[src/pip_pkg.sv]
// Shared constants and types for the point-in-polygon core.
package pip_pkg;

  localparam int MaxVertices = 256;
  localparam int CoordWidth  = 24;
  localparam int AddrWidth   = $clog2(MaxVertices);
  localparam int CountWidth  = $clog2(MaxVertices + 1);
  localparam int DiffWidth   = CoordWidth + 2;
  localparam int ProdWidth   = 2 * DiffWidth;
  localparam int DistWidth   = 2 * DiffWidth + 1;
  localparam int EdgeWidth   = 8;

  localparam logic [1:0] KIND_CLEAR  = 2'd0;
  localparam logic [1:0] KIND_APPEND = 2'd1;
  localparam logic [1:0] KIND_QUERY  = 2'd2;

  typedef logic signed [CoordWidth-1:0] coord_t;

  typedef struct packed {
    logic clear_cnt;
    logic append;
    logic load_point;
    logic rd_en;
    logic [AddrWidth-1:0] rd_addr;
    logic cross_first;
    logic cross_step;
    logic near_first;
    logic near_step;
  } pip_cmd_t;

  typedef struct packed {
    logic [CountWidth-1:0] count;
    logic parity;
  } pip_sts_t;

endpackage

[src/pip_ctrl.sv]
// Controller sequencing clears, appends and the two passes of a query.
module pip_ctrl
  import pip_pkg::*;
(
  input  logic                 clk,
  input  logic                 rst_n,
  input  logic                 in_valid,
  output logic                 in_ready,
  input  logic [1:0]           in_kind,
  output logic                 out_valid,
  input  logic                 out_ready,
  output logic                 out_inside_res,
  output logic [EdgeWidth-1:0] out_nearest_edge,
  output logic                 out_overflow,
  output pip_cmd_t             cmd,
  input  pip_sts_t             sts,
  input  logic [EdgeWidth-1:0] best_edge
);

  localparam logic [2:0] ST_IDLE  = 3'd0;
  localparam logic [2:0] ST_CLAST = 3'd1;
  localparam logic [2:0] ST_CROSS = 3'd2;
  localparam logic [2:0] ST_NLAST = 3'd3;
  localparam logic [2:0] ST_NEAR  = 3'd4;
  localparam logic [2:0] ST_DONE  = 3'd5;

  logic [2:0] state_r, state_nxt;
  logic [CountWidth-1:0] cnt_r, cnt_nxt;
  logic out_valid_r, out_valid_nxt;
  logic ins_r, ins_nxt, ovf_r, ovf_nxt;
  logic [EdgeWidth-1:0] edge_r, edge_nxt;
  logic accept, out_free;
  logic [CountWidth-1:0] n;

  assign n        = sts.count;
  assign out_free = !out_valid_r || out_ready;
  assign in_ready = (state_r == ST_IDLE) && out_free;
  assign accept   = in_valid && in_ready;

  // cross pass: prime with vertex n-1, then steps over vertices 0..n-1
  // near pass: prime with vertex 0, steps over 1..n-1 then vertex 0 again
  always_comb begin
    state_nxt = state_r;
    cnt_nxt = cnt_r;
    out_valid_nxt = out_valid_r && !out_ready;
    ins_nxt = ins_r;
    ovf_nxt = ovf_r;
    edge_nxt = edge_r;
    cmd = '0;
    case (state_r)
      ST_IDLE: begin
        if (accept) begin
          case (in_kind)
            KIND_CLEAR: cmd.clear_cnt = 1'b1;
            KIND_APPEND: begin
              out_valid_nxt = 1'b1;
              ins_nxt = 1'b0;
              edge_nxt = '0;
              ovf_nxt = (n >= CountWidth'(MaxVertices));
              cmd.append = !ovf_nxt;
            end
            KIND_QUERY: begin
              cmd.load_point = 1'b1;
              if (n == '0) begin
                out_valid_nxt = 1'b1;
                ins_nxt = 1'b0;
                edge_nxt = '0;
                ovf_nxt = 1'b0;
              end else begin
                cmd.rd_en = 1'b1;
                cmd.rd_addr = AddrWidth'(n - 1'b1);
                state_nxt = ST_CLAST;
              end
            end
            default: ;
          endcase
        end
      end
      ST_CLAST: begin
        cmd.cross_first = 1'b1;
        cmd.rd_en = 1'b1;
        cmd.rd_addr = '0;
        cnt_nxt = CountWidth'(1);
        state_nxt = ST_CROSS;
      end
      ST_CROSS: begin
        cmd.cross_step = 1'b1;
        if (cnt_r == n) begin
          cmd.rd_en = 1'b1;
          cmd.rd_addr = '0;
          state_nxt = ST_NLAST;
        end else begin
          cmd.rd_en = 1'b1;
          cmd.rd_addr = AddrWidth'(cnt_r);
          cnt_nxt = cnt_r + 1'b1;
        end
      end
      ST_NLAST: begin
        if (!sts.parity) begin
          ins_nxt = 1'b0;
          edge_nxt = '0;
          ovf_nxt = 1'b0;
          state_nxt = ST_DONE;
        end else begin
          cmd.near_first = 1'b1;
          cmd.rd_en = 1'b1;
          cmd.rd_addr = (n == CountWidth'(1)) ? '0 : AddrWidth'(1);
          cnt_nxt = CountWidth'(2);
          state_nxt = ST_NEAR;
        end
      end
      ST_NEAR: begin
        cmd.near_step = 1'b1;
        if (cnt_r > n) begin
          ins_nxt = 1'b1;
          ovf_nxt = 1'b0;
          state_nxt = ST_DONE;
        end else begin
          cmd.rd_en = 1'b1;
          cmd.rd_addr = (cnt_r == n) ? '0 : AddrWidth'(cnt_r);
          cnt_nxt = cnt_r + 1'b1;
        end
      end
      ST_DONE: begin
        if (ins_r) begin
          edge_nxt = best_edge;
        end
        if (out_free) begin
          out_valid_nxt = 1'b1;
          state_nxt = ST_IDLE;
        end
      end
      default: state_nxt = ST_IDLE;
    endcase
  end

  always_ff @(posedge clk) begin
    if (!rst_n) begin
      state_r     <= ST_IDLE;
      out_valid_r <= 1'b0;
    end else begin
      state_r     <= state_nxt;
      out_valid_r <= out_valid_nxt;
    end
  end

  always_ff @(posedge clk) begin
    cnt_r  <= cnt_nxt;
    ins_r  <= ins_nxt;
    ovf_r  <= ovf_nxt;
    edge_r <= edge_nxt;
  end

  assign out_valid        = out_valid_r;
  assign out_inside_res   = ins_r;
  assign out_nearest_edge = edge_r;
  assign out_overflow     = ovf_r;

endmodule

[config.mk]
export PLATFORM = sky130hd
export DESIGN_NAME = pip_ctrl
export DESIGN_NICKNAME = d
export VERILOG_FILES = /design/src/pip_pkg.sv /design/src/pip_ctrl.sv
export SDC_FILE = /design/constraint.sdc
export NUM_CORES = 1
export LEC_CHECK = 0
export BUFFER_PORTS_ARGS = -buffer_cell sky130_fd_sc_hd__buf_2
export CORE_ASPECT_RATIO = 2
export CORE_UTILIZATION = 47
export DETAILED_ROUTE_END_ITERATION = 6
export GPL_TIMING_DRIVEN = 0
export PLACE_DENSITY = 0.77
export REMOVE_ABC_BUFFERS = 1
export SYNTH_ARGS = -nofsm -noshare
export SYNTH_HDL_FRONTEND = slang
export SYNTH_SLANG_ARGS = --single-unit
[constraint.sdc]
create_clock -name clk -period 2.7 [get_ports clk]
set_input_delay 0.675 -clock clk [delete_from_list [all_inputs] [get_ports clk]]
set_output_delay 0.675 -clock clk [all_outputs]
set_load 0.01 [all_outputs]
==> summary.log <==
[drt] number of iterations in the first detailed-routing pass 4
[floorplan] vertical die dimension 87.9 um
[global_routing] via count of the first global-routing pass 1701
[cts] CTS tree done
[floorplan] Cell Rows 30
[final_layout] layout cells sized above 1 41.2%
[critical_path] depth of the worst register-to-register path 4
[drt] number of vias per cell after detailed routing 5.61
[placed_design] HPWL after detailed placement 3240 um
[floorplan] core outline area 0.00345 sq mm
[final_layout] cell area after layout 0.00243 sq mm
[timing] final worst clock skew 0.00440 ns
[placed_design] Cell Count Post-Placement 292
[cts] clock edge transition at the registers on the reported setup and hold paths 0.08 ns
[cts] number of buffers created by CTS 3
[critical_path] critical path launch point type primary input
[worst_hold_path] worst min-delay path category reg -> reg
[synthesis] number of register bits inferred by synthesis 23
[cts] latest clock arrival within the worst-skew pair 0.27 ns
[timing] Worst Max-Slew Pin Slew 0.802 ns
[synthesis] post-synthesis instance area 0.00173 sq mm
[final_layout] relative area change from synthesis to final layout 40.4%
[power_and_ir_drop] power per standard cell area 838 mW/mm^2
[power_and_ir_drop] Leak Pwr 0.00110 uW
[global_routing] maximum number of pins on one net before global-route repair 25
[synthesis] count of distinct cell types in the synthesized netlist 38
[timing] Max-Slew Margin vs Limit 46.2%
[drt] via count 1739
[cts] hold buffer count at cts 0
[power_and_ir_drop] total power consumption of the routed design 2040 uW
[timing] Period minus WS final 2.90 ns
[critical_path] Worst Path Class, Setup in -> out
[synthesis] Avg Inst Size Synth 8.71 sq um
[synthesis] cell count after synthesis 199
[critical_path] data required time of the critical path 2.03 ns
[final_layout] fin cells 310
[timing] fin crit share 107%
[final_layout] Antenna Diode Count 0
[drt] DRC violation count after routing 0
[floorplan] Starting Density 50.2%
[timing] worst hold slack 0.581 ns
[final_layout] leading cell types in the layout, fill and taps excluded 44 x sky130_fd_sc_hd__buf_2, 19 x sky130_fd_sc_hd__edfxtp_1, 18 x sky130_fd_sc_hd__nor2_1, 15 x sky130_fd_sc_hd__nand2_1, 14 x sky130_fd_sc_hd__and3_1
[status] result of the run complete, but fails checks
[drt] number of nets with antenna violations after routing 0
[critical_path] worst setup slack for register-to-register paths 0.39 ns
[global_routing] Overall Global Routing Usage 26.7%
[drt] final routed wire length divided by cell count 16.4 um
[run] max-cap violations 0
[synthesis] count of yosys warnings during synthesis 0
[timing] Final Hold Fails 0
[timing] fmax 345 MHz
[global_routing] first-pass GRT wire length 7640 um
[floorplan] # IOs 52
[synthesis] Seq/Total Area, Yosys 37.5%
[timing] RSZ-0062 raised after global routing true
[cts] CTS Sinks 23
[timing] endpoints failing setup 8
[timing] Final Max Tran Viols 0
[floorplan] width of the die 45.0 um
[global_routing] overflow left after global routing 0
[placed_design] total placed instance area 0.00202 sq mm
[timing] min setup slack post-route -0.199 ns
[worst_hold_path] Worst Hold Path Cells 2
[critical_path] maximum net fanout on the critical path 6
[drt] Iteration-0 DRC Markers 59
[critical_path] Crit. End Element output port
[final_layout] most frequent standard cell in the layout excluding fill and tap cells sky130_fd_sc_hd__buf_2
[placed_design] worst slack, placed -0.444 ns
[status] violations in the final reports negative setup slack
[final_layout] Total Nets Final 303
[cts] cell chosen for the clock root sky130_fd_sc_hd__clkbuf_8
[drt] overall routed net length 5080 um
[placed_design] RD Place Congestion 0.850
[critical_path] data arrival time of the critical path 2.22 ns
[cts] maximum clock path buffer count 2
[power_and_ir_drop] highest ir drop seen on vdd 616 uV
[global_routing] antenna violations before repair 0
[placed_design] buffers added on ports 51
[floorplan] total die area 0.00395 sq mm
[cts] H-tree Lvls 1
==> cell usage after synthesis <==
| cell | instances | share of area (%) |
|---|---|---|
| sky130_fd_sc_hd__nand2_1 | 22 | 4.8 |
| sky130_fd_sc_hd__edfxtp_1 | 19 | 33 |
| sky130_fd_sc_hd__nor2_1 | 19 | 4.1 |
| sky130_fd_sc_hd__inv_1 | 18 | 3.9 |
| sky130_fd_sc_hd__ha_1 | 16 | 12 |
| sky130_fd_sc_hd__and3_1 | 14 | 5.1 |
| sky130_fd_sc_hd__a21oi_1 | 11 | 3.2 |
| sky130_fd_sc_hd__o21ai_0 | 10 | 2.9 |
| sky130_fd_sc_hd__xnor2_1 | 9 | 4.5 |
| sky130_fd_sc_hd__nand3_1 | 7 | 2.0 |
| sky130_fd_sc_hd__dfxtp_1 | 4 | 4.6 |
| sky130_fd_sc_hd__nand4_1 | 4 | 1.4 |
| sky130_fd_sc_hd__nor2b_1 | 4 | 1.4 |
| sky130_fd_sc_hd__nor3_1 | 4 | 1.2 |
| sky130_fd_sc_hd__o21ai_1 | 4 | 1.2 |
| sky130_fd_sc_hd__xor2_1 | 4 | 2.0 |
| sky130_fd_sc_hd__clkbuf_1 | 3 | 0.65 |
| sky130_fd_sc_hd__a211o_1 | 2 | 1.0 |
| sky130_fd_sc_hd__a211oi_1 | 2 | 0.87 |
| sky130_fd_sc_hd__a31oi_1 | 2 | 0.72 |
| sky130_fd_sc_hd__buf_2 | 2 | 0.58 |
| sky130_fd_sc_hd__nand2b_1 | 2 | 0.72 |
| sky130_fd_sc_hd__nor4_1 | 2 | 0.72 |
| sky130_fd_sc_hd__a211oi_2 | 1 | 0.72 |
| sky130_fd_sc_hd__a31o_2 | 1 | 0.51 |
| sky130_fd_sc_hd__a41oi_1 | 1 | 0.51 |
| sky130_fd_sc_hd__and2_1 | 1 | 0.36 |
| sky130_fd_sc_hd__buf_4 | 1 | 0.43 |
| sky130_fd_sc_hd__nor3_2 | 1 | 0.58 |
| sky130_fd_sc_hd__nor3b_4 | 1 | 1.1 |
| sky130_fd_sc_hd__nor4_2 | 1 | 0.72 |
| sky130_fd_sc_hd__nor4b_1 | 1 | 0.51 |
| sky130_fd_sc_hd__o211a_1 | 1 | 0.58 |
| sky130_fd_sc_hd__o211ai_1 | 1 | 0.43 |
| sky130_fd_sc_hd__o21a_1 | 1 | 0.43 |
| sky130_fd_sc_hd__o22ai_1 | 1 | 0.36 |
| sky130_fd_sc_hd__o31ai_1 | 1 | 0.43 |
| sky130_fd_sc_hd__or3_1 | 1 | 0.36 |
==> critical path, stage by stage <==
cell                       delay [ns]
sky130_fd_sc_hd__buf_8           0.11
sky130_fd_sc_hd__inv_4           0.05
sky130_fd_sc_hd__ha_4            0.20
sky130_fd_sc_hd__a211oi_2        0.19
sky130_fd_sc_hd__o211ai_1        0.13
sky130_fd_sc_hd__a211oi_2        0.22
sky130_fd_sc_hd__o21a_2          0.21
sky130_fd_sc_hd__buf_12          0.15
sky130_fd_sc_hd__nand2_2         0.05
sky130_fd_sc_hd__o21ai_1         0.09
sky130_fd_sc_hd__buf_2           0.16
==> per-layer routing <==
layer	up-vias	wire length [um]	global-route usage (%)	part of all wire [%]
met4	0	410	17.1	8.1
li1	839	-	-	-
met1	807	1640	24.9	32
met3	33	181	4.12	3.6
met2	60	2850	49.9	56
met5	-	0	0	0
==> through the flow <==
step	setup TNS [ns]	utilization, %
5_1_grt	-2.10	70.5
4_1_cts	-0.875	68.3
2_1_floorplan	0	-
3_5_place_dp	-7.23	58.5
3_3_place_gp	-6.41	58.5
6_report	-1.23	70.5
==> layout make-up <==
type                            instances  area, sq um
Fill cell                             270         1020
Clock inverter                          1         5.00
Multi-Input combinational cell        152         1160
Timing Repair Buffer                   65          432
Inverter                               18         82.6
Sequential cell                        23          652
Tap cell                               48         60.1
Clock buffer                            3         41.3
==> kinds of logic after synthesis <==
| logic type | share of synthesized area [%] |
|---|---|
| buf+inv | 5.56 |
| fa+ha+maj | 11.5 |
| simple gates | 25.0 |
| compound gates | 13.8 |
| xor+xnor | 6.57 |
| flops | 37.5 |
==> final timing paths <==
check / end / from
setup / recovery: cmd[8] / sts[7]
hold / removal: out_valid$_SDFF_PN0_ / out_valid$_SDFF_PN0_
setup reg to reg: out_nearest_edge[3]$_SDFFCE_PP0P_ / state_r[2]$_SDFFE_PN0P_
hold reg to reg: out_valid$_SDFF_PN0_ / out_valid$_SDFF_PN0_
==> report_power, final <==
| group | switching, uW | internal, uW |
|---|---|---|
| registers | 155 | 575 |
| logic | 604 | 487 |
| clock network | 115 | 103 |
==> sequential cells by signal (all words and copies together), names as in the netlist <==
signal / cells
out_nearest_edge: 8
state_r: 3
cnt_r: 9
out_overflow: 1
out_inside_res: 1
out_valid: 1
==> what timing repair did <==
item | 4_1_cts | 5_1_grt
gates resized for setup | 57 | 12
buffers inserted | 11 | 3
setup endpoints to repair | 18 | 9
pin swaps | 18 | 4
No activity file was read; power rests on OpenSTA's default activity.
